--- src/sv/shabs_pkg.sv ---
// Shared types and constants for the SHA-256 byte stream hasher.
// No dependencies; used by the controller, datapath and top level.
`default_nettype none
package shabs_pkg;

  localparam int unsigned BlockBytes = 64;
  localparam int unsigned LenOffset  = 56;
  localparam logic [7:0]  PadByte    = 8'h80;

  typedef enum logic [2:0] {
    ST_IDLE,
    ST_PAD,
    ST_COMPRESS,
    ST_ADD,
    ST_OUT
  } state_t;

  typedef enum logic [1:0] {
    SRC_INPUT,
    SRC_PAD,
    SRC_ZERO,
    SRC_LENGTH
  } byte_src_t;

  typedef struct packed {
    logic       absorb;      // shift one byte into the block window
    byte_src_t  src;
    logic       count_byte;  // message byte, bump the length counter
    logic       load_work;   // copy chain words into working registers
    logic       round;       // run one compression round
    logic [5:0] round_idx;
    logic       finalize;    // add working registers into chain words
    logic       init;        // start a new message
    logic [2:0] word_idx;    // digest word on the output
  } cmd_t;

  typedef struct packed {
    logic [5:0] fill;
  } status_t;

  function automatic logic [31:0] init_word(input logic [2:0] idx);
    logic [31:0] w;
    unique case (idx)
      3'd0: w = 32'h6a09e667;
      3'd1: w = 32'hbb67ae85;
      3'd2: w = 32'h3c6ef372;
      3'd3: w = 32'ha54ff53a;
      3'd4: w = 32'h510e527f;
      3'd5: w = 32'h9b05688c;
      3'd6: w = 32'h1f83d9ab;
      default: w = 32'h5be0cd19;
    endcase
    return w;
  endfunction

  function automatic logic [31:0] round_const(input logic [5:0] idx);
    logic [31:0] k;
    unique case (idx)
      6'd0: k = 32'h428a2f98;  6'd1: k = 32'h71374491;  6'd2: k = 32'hb5c0fbcf;
      6'd3: k = 32'he9b5dba5;  6'd4: k = 32'h3956c25b;  6'd5: k = 32'h59f111f1;
      6'd6: k = 32'h923f82a4;  6'd7: k = 32'hab1c5ed5;  6'd8: k = 32'hd807aa98;
      6'd9: k = 32'h12835b01;  6'd10: k = 32'h243185be; 6'd11: k = 32'h550c7dc3;
      6'd12: k = 32'h72be5d74; 6'd13: k = 32'h80deb1fe; 6'd14: k = 32'h9bdc06a7;
      6'd15: k = 32'hc19bf174; 6'd16: k = 32'he49b69c1; 6'd17: k = 32'hefbe4786;
      6'd18: k = 32'h0fc19dc6; 6'd19: k = 32'h240ca1cc; 6'd20: k = 32'h2de92c6f;
      6'd21: k = 32'h4a7484aa; 6'd22: k = 32'h5cb0a9dc; 6'd23: k = 32'h76f988da;
      6'd24: k = 32'h983e5152; 6'd25: k = 32'ha831c66d; 6'd26: k = 32'hb00327c8;
      6'd27: k = 32'hbf597fc7; 6'd28: k = 32'hc6e00bf3; 6'd29: k = 32'hd5a79147;
      6'd30: k = 32'h06ca6351; 6'd31: k = 32'h14292967; 6'd32: k = 32'h27b70a85;
      6'd33: k = 32'h2e1b2138; 6'd34: k = 32'h4d2c6dfc; 6'd35: k = 32'h53380d13;
      6'd36: k = 32'h650a7354; 6'd37: k = 32'h766a0abb; 6'd38: k = 32'h81c2c92e;
      6'd39: k = 32'h92722c85; 6'd40: k = 32'ha2bfe8a1; 6'd41: k = 32'ha81a664b;
      6'd42: k = 32'hc24b8b70; 6'd43: k = 32'hc76c51a3; 6'd44: k = 32'hd192e819;
      6'd45: k = 32'hd6990624; 6'd46: k = 32'hf40e3585; 6'd47: k = 32'h106aa070;
      6'd48: k = 32'h19a4c116; 6'd49: k = 32'h1e376c08; 6'd50: k = 32'h2748774c;
      6'd51: k = 32'h34b0bcb5; 6'd52: k = 32'h391c0cb3; 6'd53: k = 32'h4ed8aa4a;
      6'd54: k = 32'h5b9cca4f; 6'd55: k = 32'h682e6ff3; 6'd56: k = 32'h748f82ee;
      6'd57: k = 32'h78a5636f; 6'd58: k = 32'h84c87814; 6'd59: k = 32'h8cc70208;
      6'd60: k = 32'h90befffa; 6'd61: k = 32'ha4506ceb; 6'd62: k = 32'hbef9a3f7;
      default: k = 32'hc67178f2;
    endcase
    return k;
  endfunction

endpackage
`default_nettype wire

--- src/sv/shabs_if.sv ---
// Valid/ready stream interfaces for message items and digest words.
// No dependencies.
`default_nettype none
interface shabs_in_if;
  logic       valid;
  logic       ready;
  logic [7:0] data_byte;
  logic       has_byte;
  logic       end_of_message;
  modport source (output valid, data_byte, has_byte, end_of_message, input ready);
  modport sink (input valid, data_byte, has_byte, end_of_message, output ready);
endinterface

interface shabs_out_if;
  logic        valid;
  logic        ready;
  logic [31:0] digest_word;
  logic [2:0]  word_index;
  logic        last_word;
  modport source (output valid, digest_word, word_index, last_word, input ready);
  modport sink (input valid, digest_word, word_index, last_word, output ready);
endinterface
`default_nettype wire

--- src/sv/sha256_byte_stream_hasher.sv ---
// SHA-256 over a byte stream: one optional message byte per input transfer,
// eight big-endian digest words out after an end-of-message transfer.
// Depends on shabs_pkg, shabs_if, shabs_ctrl and shabs_datapath.
//
// A transfer carrying a byte is taken while the hasher is idle. Every 64th
// byte (message or padding) starts a block compression of 64 rounds, one
// round per cycle, then the result is folded into the chain words; input is
// held off until both are done. At end of message the padding and length
// bytes are fed one per cycle outside compressions (up to 72 bytes, with one
// or two compressions), then the eight digest words come out one per
// transfer, word 0 first, and the hasher restarts for the next message.
`default_nettype none
module sha256_byte_stream_hasher (
  input wire logic    clk,
  input wire logic    rst,
  shabs_in_if.sink    in_ch,
  shabs_out_if.source out_ch
);

  shabs_pkg::cmd_t    cmd;
  shabs_pkg::status_t stat;

  shabs_ctrl u_ctrl (
    .clk         (clk),
    .rst         (rst),
    .in_valid    (in_ch.valid),
    .in_has_byte (in_ch.has_byte),
    .in_end      (in_ch.end_of_message),
    .in_ready    (in_ch.ready),
    .out_valid   (out_ch.valid),
    .out_ready   (out_ch.ready),
    .out_last    (out_ch.last_word),
    .stat        (stat),
    .cmd         (cmd)
  );

  shabs_datapath u_datapath (
    .clk         (clk),
    .rst         (rst),
    .data_byte   (in_ch.data_byte),
    .cmd         (cmd),
    .stat        (stat),
    .digest_word (out_ch.digest_word)
  );

  assign out_ch.word_index = cmd.word_idx;

endmodule
`default_nettype wire

--- src/sv/shabs_ctrl.sv ---
// Sequencer for the hasher: input intake, padding, rounds and digest output.
// Depends on shabs_pkg.
`default_nettype none
module shabs_ctrl (
  input  wire logic             clk,
  input  wire logic             rst,
  input  wire logic             in_valid,
  input  wire logic             in_has_byte,
  input  wire logic             in_end,
  output logic                  in_ready,
  output logic                  out_valid,
  input  wire logic             out_ready,
  output logic                  out_last,
  input  wire shabs_pkg::status_t stat,
  output shabs_pkg::cmd_t       cmd
);

  shabs_pkg::state_t state, state_next;
  logic [5:0] round_cnt;
  logic [2:0] word_idx;
  logic       fin_pending;
  logic       pad_first;
  logic       len_phase;
  logic       len_done;
  logic       accept;
  logic       wrap;
  logic       out_xfer;

  assign accept   = in_valid && in_ready;
  assign out_xfer = out_valid && out_ready;
  assign wrap     = cmd.absorb && (stat.fill == 6'(shabs_pkg::BlockBytes - 1));

  always_comb begin
    state_next = state;
    unique case (state)
      shabs_pkg::ST_IDLE: begin
        if (wrap) state_next = shabs_pkg::ST_COMPRESS;
        else if (accept && in_end) state_next = shabs_pkg::ST_PAD;
      end
      shabs_pkg::ST_PAD: begin
        if (wrap) state_next = shabs_pkg::ST_COMPRESS;
      end
      shabs_pkg::ST_COMPRESS: begin
        if (round_cnt == 6'd63) state_next = shabs_pkg::ST_ADD;
      end
      shabs_pkg::ST_ADD: begin
        if (!fin_pending) state_next = shabs_pkg::ST_IDLE;
        else if (len_done) state_next = shabs_pkg::ST_OUT;
        else state_next = shabs_pkg::ST_PAD;
      end
      shabs_pkg::ST_OUT: begin
        if (out_xfer && word_idx == 3'd7) state_next = shabs_pkg::ST_IDLE;
      end
      default: state_next = shabs_pkg::ST_IDLE;
    endcase
  end

  always_comb begin
    in_ready  = 1'b0;
    out_valid = 1'b0;
    out_last  = (word_idx == 3'd7);
    cmd       = '0;
    cmd.src   = shabs_pkg::SRC_INPUT;
    cmd.round_idx = round_cnt;
    cmd.word_idx  = word_idx;
    unique case (state)
      shabs_pkg::ST_IDLE: begin
        in_ready       = 1'b1;
        cmd.absorb     = accept && in_has_byte;
        cmd.count_byte = accept && in_has_byte;
      end
      shabs_pkg::ST_PAD: begin
        cmd.absorb = 1'b1;
        // length goes in at offsets 56..63 of the last block only
        if (pad_first) cmd.src = shabs_pkg::SRC_PAD;
        else if (len_phase || stat.fill == 6'(shabs_pkg::LenOffset))
          cmd.src = shabs_pkg::SRC_LENGTH;
        else cmd.src = shabs_pkg::SRC_ZERO;
      end
      shabs_pkg::ST_COMPRESS: cmd.round = 1'b1;
      shabs_pkg::ST_ADD: cmd.finalize = 1'b1;
      shabs_pkg::ST_OUT: begin
        out_valid = 1'b1;
        cmd.init  = out_xfer && word_idx == 3'd7;
      end
      default: ;
    endcase
    cmd.load_work = wrap;
  end

  always_ff @(posedge clk) begin
    if (rst) begin
      state       <= shabs_pkg::ST_IDLE;
      round_cnt   <= '0;
      word_idx    <= '0;
      fin_pending <= 1'b0;
      pad_first   <= 1'b0;
      len_phase   <= 1'b0;
      len_done    <= 1'b0;
    end else begin
      state <= state_next;
      if (cmd.round) round_cnt <= round_cnt + 6'd1;
      if (out_xfer) word_idx <= word_idx + 3'd1;
      if (accept && in_end) begin
        fin_pending <= 1'b1;
        pad_first   <= 1'b1;
      end else if (state == shabs_pkg::ST_PAD) begin
        pad_first <= 1'b0;
      end
      if (state == shabs_pkg::ST_PAD && !pad_first &&
          stat.fill == 6'(shabs_pkg::LenOffset)) len_phase <= 1'b1;
      // wrap on a length byte closes the final block
      if (state == shabs_pkg::ST_PAD && wrap && cmd.src == shabs_pkg::SRC_LENGTH)
        len_done <= 1'b1;
      if (cmd.init) begin
        fin_pending <= 1'b0;
        len_phase   <= 1'b0;
        len_done    <= 1'b0;
      end
    end
  end

endmodule
`default_nettype wire

--- src/sv/shabs_datapath.sv ---
// Block window, message schedule, round logic and chain words of the hasher.
// Depends on shabs_pkg.
`default_nettype none
module shabs_datapath (
  input  wire logic              clk,
  input  wire logic              rst,
  input  wire logic [7:0]        data_byte,
  input  wire shabs_pkg::cmd_t   cmd,
  output shabs_pkg::status_t     stat,
  output logic [31:0]            digest_word
);

  logic [511:0] window;       // 64-byte block, first byte at the top
  logic [31:0]  chain [8];
  logic [31:0]  work  [8];
  logic [5:0]   fill;
  logic [63:0]  byte_count;
  logic [63:0]  len_bits;
  logic [7:0]   byte_in;
  logic [31:0]  w0, w1, w9, w14, w_new;
  logic [31:0]  sig0, sig1, big0, big1, choose, major, t1, t2;

  assign len_bits = {byte_count[60:0], 3'b000};

  always_comb begin
    case (cmd.src)
      shabs_pkg::SRC_INPUT:  byte_in = data_byte;
      shabs_pkg::SRC_PAD:    byte_in = shabs_pkg::PadByte;
      shabs_pkg::SRC_ZERO:   byte_in = 8'h00;
      default:               byte_in = len_bits[{~fill[2:0], 3'b000} +: 8];
    endcase
  end

  assign w0  = window[511:480];
  assign w1  = window[479:448];
  assign w9  = window[223:192];
  assign w14 = window[63:32];

  assign sig0  = {w1[6:0], w1[31:7]} ^ {w1[17:0], w1[31:18]} ^ (w1 >> 3);
  assign sig1  = {w14[16:0], w14[31:17]} ^ {w14[18:0], w14[31:19]} ^ (w14 >> 10);
  assign w_new = w0 + sig0 + w9 + sig1;

  assign big1   = {work[4][5:0], work[4][31:6]} ^ {work[4][10:0], work[4][31:11]}
                ^ {work[4][24:0], work[4][31:25]};
  assign choose = (work[4] & work[5]) ^ (~work[4] & work[6]);
  assign t1     = work[7] + big1 + choose + shabs_pkg::round_const(cmd.round_idx) + w0;
  assign big0   = {work[0][1:0], work[0][31:2]} ^ {work[0][12:0], work[0][31:13]}
                ^ {work[0][21:0], work[0][31:22]};
  assign major  = (work[0] & work[1]) ^ (work[0] & work[2]) ^ (work[1] & work[2]);
  assign t2     = big0 + major;

  always_ff @(posedge clk) begin
    if (cmd.absorb) window <= {window[503:0], byte_in};
    else if (cmd.round) window <= {window[479:0], w_new};
  end

  always_ff @(posedge clk) begin
    if (cmd.load_work) begin
      for (int i = 0; i < 8; i++) work[i] <= chain[i];
    end else if (cmd.round) begin
      work[7] <= work[6];
      work[6] <= work[5];
      work[5] <= work[4];
      work[4] <= work[3] + t1;
      work[3] <= work[2];
      work[2] <= work[1];
      work[1] <= work[0];
      work[0] <= t1 + t2;
    end
  end

  always_ff @(posedge clk) begin
    if (rst || cmd.init) begin
      for (int i = 0; i < 8; i++) chain[i] <= shabs_pkg::init_word(3'(i));
      fill       <= '0;
      byte_count <= '0;
    end else begin
      if (cmd.finalize) begin
        for (int i = 0; i < 8; i++) chain[i] <= chain[i] + work[i];
      end
      if (cmd.absorb) fill <= fill + 6'd1;
      if (cmd.count_byte) byte_count <= byte_count + 64'd1;
    end
  end

  assign stat.fill   = fill;
  assign digest_word = chain[cmd.word_idx];

endmodule
`default_nettype wire
--- src/flat_wrapper.sv ---
// flat-port wrapper written by rule: the top's interface ports become plain ports
module sha256_byte_stream_hasher_flat 
  (clk, rst, in_ch_valid, in_ch_data_byte, in_ch_has_byte, in_ch_end_of_message, in_ch_ready, out_ch_valid, out_ch_digest_word, out_ch_word_index, out_ch_last_word, out_ch_ready);
  shabs_in_if in_ch_i ();
  shabs_out_if out_ch_i ();
  input wire logic clk;
  input wire logic rst;
  input wire logic [$bits(in_ch_i.valid)-1:0] in_ch_valid;
  input wire logic [$bits(in_ch_i.data_byte)-1:0] in_ch_data_byte;
  input wire logic [$bits(in_ch_i.has_byte)-1:0] in_ch_has_byte;
  input wire logic [$bits(in_ch_i.end_of_message)-1:0] in_ch_end_of_message;
  output wire logic [$bits(in_ch_i.ready)-1:0] in_ch_ready;
  output wire logic [$bits(out_ch_i.valid)-1:0] out_ch_valid;
  output wire logic [$bits(out_ch_i.digest_word)-1:0] out_ch_digest_word;
  output wire logic [$bits(out_ch_i.word_index)-1:0] out_ch_word_index;
  output wire logic [$bits(out_ch_i.last_word)-1:0] out_ch_last_word;
  input wire logic [$bits(out_ch_i.ready)-1:0] out_ch_ready;
  assign in_ch_i.valid = in_ch_valid;
  assign in_ch_i.data_byte = in_ch_data_byte;
  assign in_ch_i.has_byte = in_ch_has_byte;
  assign in_ch_i.end_of_message = in_ch_end_of_message;
  assign in_ch_ready = in_ch_i.ready;
  assign out_ch_valid = out_ch_i.valid;
  assign out_ch_digest_word = out_ch_i.digest_word;
  assign out_ch_word_index = out_ch_i.word_index;
  assign out_ch_last_word = out_ch_i.last_word;
  assign out_ch_i.ready = out_ch_ready;
  sha256_byte_stream_hasher u_core (.clk(clk), .rst(rst), .in_ch(in_ch_i), .out_ch(out_ch_i));
endmodule
--- config.mk ---
export PLATFORM = sky130hd
export DESIGN_NAME = sha256_byte_stream_hasher_flat
export DESIGN_NICKNAME = d
export VERILOG_FILES = /design/src/sv/shabs_pkg.sv /design/src/sv/shabs_if.sv /design/src/sv/sha256_byte_stream_hasher.sv /design/src/sv/shabs_ctrl.sv /design/src/sv/shabs_datapath.sv /design/src/flat_wrapper.sv
export SDC_FILE = /design/constraint.sdc
export NUM_CORES = 2
export LEC_CHECK = 0
export ABC_AREA = 1
export BUFFER_PORTS_ARGS = -buffer_cell sky130_fd_sc_hd__buf_4
export CAP_MARGIN = 10
export CORE_AREA = 8 8 436 545
export CTS_CLUSTER_SIZE = 20
export DETAILED_ROUTE_END_ITERATION = 6
export DIE_AREA = 0 0 444 553
export GPL_TIMING_DRIVEN = 0
export PLACE_DENSITY = 0.49
export SYNTH_ARGS = -nofsm -noshare
export SYNTH_HDL_FRONTEND = slang
export SYNTH_HIERARCHICAL = 1
export SYNTH_SLANG_ARGS = --single-unit
--- constraint.sdc ---
create_clock -name clk -period 19.7 [get_ports clk]
set_input_delay 0.985 -clock clk [delete_from_list [all_inputs] [get_ports clk]]
set_output_delay 0.985 -clock clk [all_outputs]
set_load 0.1 [all_outputs]
==> flow_summary.ini <==
[floorplan]
fp.dieH_um = 553
coreArea_sq_um = 229000
ios = 52
die_area_sq_um = 245500
start_util_pct = 34.77
chipWidth_um = 444
rows = 197

[cts]
root_buffer = clkbuf_16
cts_setup_buffers = 0
path_clk_slew_ns = 0.06
cts_buffers = 140
cts.sinks = 1107
clkLatencyLatePin_ns = 0.85
htreeDepth = 4
cts_tree = done
cts_hold_buf = 0
clk_path_buf_depth = 4
ctsResizeCount = 0

[place]
place_area_sq_um = 84430
hpwlAfterDp_mm = 301.2
gp_congestion = 1.024
placed_cells = 13096
io_buffers = 51

[finish]
fin_nets = 10853
syn2layout_area_growth_pct = 11.30
layout_common_cells = nand2_1, inv_1, edfxtp_1
drive_gt1_share_pct = 4.506
postLayoutCoreUtil_pct = 38.70
n_fill_cell = 23788
final_common_cell = nand2_1
stdcell_area_sq_um = 88610
fin_cells = 13343

[setup_path]
critPathMaxStageDelay_ns = 1.15
crit_start = u_core/u_ctrl/round_cnt[1]$_SDFFE_PP0P_
critPathCaptureType = register
crit_slowest_cell = xor2_1
cp_max_fo = 10
worstPathRequired_ns = 20.24
worstPathArrival_ns = 11.57
crit_path_frequent_cell = inv_1
critPathKind = register to register
timing.rr.start = u_core/u_ctrl/round_cnt[1]$_SDFFE_PP0P_
start_kind = register

[synthesis]
async_reset_ff_share_pct = 0
netlist_area_sq_um = 79610
synth-seq-cells = 1107
syn_area_per_cell_sq_um = 7.938
synth-edff-count = 1024
yosysSeqAreaShare_pct = 40.71
syn_nets = 10629
synth_warnings = 6
ys.flop_type = edfxtp_1
synth_cells = 10029
synth_cell_types = 76

[timing]
timing.final.max_slew_violations = 0
finalCritPeriodShare_pct = 55.96
period_needed_ns = 11.02
fin_skew_ns = 0.06983
rsz0062_at_grt = false
setup_viol = 0
holdWs_ns = 0.4660
tightest_slew_ns = 1.492
fmax_mhz = 90.72
slew_headroom_pct = 0.1904
hold_violations = 0

[status]
violations = design-rule violations, max-capacitance violations
outcome = complete, but fails checks

[worst_hold_path]
hp-start = u_core/u_ctrl/fin_pending$_SDFFE_PP0P_
hold_class = register to register

[detailed_routing]
postRouteAntennaNets = 0
drt-wirelength-per-cell_um = 27.74
initialDrtViolationCount = 7880
dr.pass1.iters = 7
vias = 73878
drc = 16
routed_via_density = 5.537
wl_mm = 370.1

[global_routing]
antenna_found_initial = 22
track_usage_pct = 28.86
grt_pass1_wl_mm = 517.9
grt_max_degree = 70
gr-total-overflow = 0
first_global_vias = 71753

[run]
max_cap_viol_count = 1
[routing by layer]
metal  vias to the layer above  share of wire, %  GRT usage (%)
met4                        10               8.8          20.12
met3                       927               6.2          3.624
li1                      34024                 -              -
met2                      3296                46          47.90
met1                     35621                39          34.73
met5                         -             0.016              0
[cells by family (layout without fill, tap and decap cells)]
logic type	Yosys count	after routing	synth area share [%]
other	0	16	0
DFF	1107	1107	40.71
AOI/OAI and AO/OA	2079	2079	14.71
buffers and inverters	1595	1908	7.573
xor gates and xnor gates	332	332	3.652
and+or+nand+nor	4324	4324	22.23
adders and majority gates	592	592	11.12
[cell usage after synthesis, types with 10 or more instances]
cell type / number / share of area, %
nand2_1: 2839 / 13
xnor2_1: 166 / 1.8
a211oi_1: 16 / 0.15
o21ai_0: 888 / 5.6
edfxtp_1: 1024 / 39
o2111ai_1: 15 / 0.17
nand3b_1: 23 / 0.22
a31oi_1: 88 / 0.69
ha_1: 391 / 6.1
clkbuf_1: 339 / 1.6
a21boi_0: 22 / 0.21
o21a_1: 63 / 0.59
a21oi_1: 661 / 4.2
a221oi_1: 32 / 0.35
buf_1: 17 / 0.080
nor4_1: 32 / 0.25
inv_1: 1197 / 5.6
inv_2: 13 / 0.061
o21ai_2: 20 / 0.22
nor2_1: 730 / 3.4
a21o_1: 57 / 0.54
dfxtp_1: 83 / 2.1
nand4_1: 88 / 0.69
nand3_1: 373 / 2.3
nor3_2: 10 / 0.13
buf_2: 24 / 0.15
o31ai_1: 14 / 0.13
xor2_1: 166 / 1.8
o21bai_1: 56 / 0.53
o211ai_1: 16 / 0.15
o221ai_1: 19 / 0.21
o22ai_1: 36 / 0.28
or2_2: 76 / 0.60
nor3_1: 110 / 0.69
o311ai_0: 13 / 0.14
o21ai_1: 22 / 0.14
fa_1: 195 / 4.9
[state kept, by name (all words and copies together) (netlist names), 3 cells and up]
| signal | cells |
|---|---|
| u_core/u_datapath/byte_count | 61 |
| u_core/u_datapath/window | 512 |
| u_core/u_datapath/chain | 256 |
| u_core/u_ctrl/state | 3 |
| u_core/u_ctrl/word_idx | 3 |
| u_core/u_datapath/work | 256 |
| u_core/u_ctrl/round_cnt | 6 |
| u_core/u_datapath/stat | 6 |
[final timing paths]
check                                                  to  slack, ns  cells after the start
setup / recovery  u_core/u_datapath/work[0][21]$_DFFE_PP_       8.68                     34
hold / removal     u_core/u_ctrl/fin_pending$_SDFFE_PP0P_       0.47                      2
hold reg to reg    u_core/u_ctrl/fin_pending$_SDFFE_PP0P_       0.47                      2
setup reg to reg  u_core/u_datapath/work[0][21]$_DFFE_PP_       8.68                     34
[cell type report]
class / count / area [sq um] / share of cell area (%)
tap: 2985 / 3735 / 4.215
sequential: 1107 / 32410 / 36.58
clock inverter: 65 / 462.9 / 0.5224
clock buffer: 166 / 3675 / 4.147
multi-input combinational: 7327 / 41220 / 46.52
antenna: 16 / 40.04 / 0.04518
timing repair buffer: 82 / 1033 / 1.166
buffer: 383 / 1484 / 1.675
inverter: 1212 / 4549 / 5.134
[critical path: cells and delay by family (launching register included)]
kind                     cells  cell delay, ns
flip-flops                   1            0.68
AND/OR/NAND/NOR             11            1.68
buffers and inverters        7            1.77
XOR/XNOR                     1            1.15
adder cells (fa/ha/maj)      6            2.68
AO/OA/AOI/OAI                9            2.75
[through the flow]
| stage | TNS [ns] | setup slack [ns] |
|---|---|---|
| floorplan | 0 | 5.737 |
| global placement | -1261.97 | -2.549 |
| detailed placement | 0 | 8.969 |
| CTS | 0 | 8.934 |
| global route | 0 | 8.623 |
| finish | 0 | 8.677 |
Power is left out: the tool's default activity adds up to more than one toggle a clock period on the data nets, which glitch-free logic cannot reach.
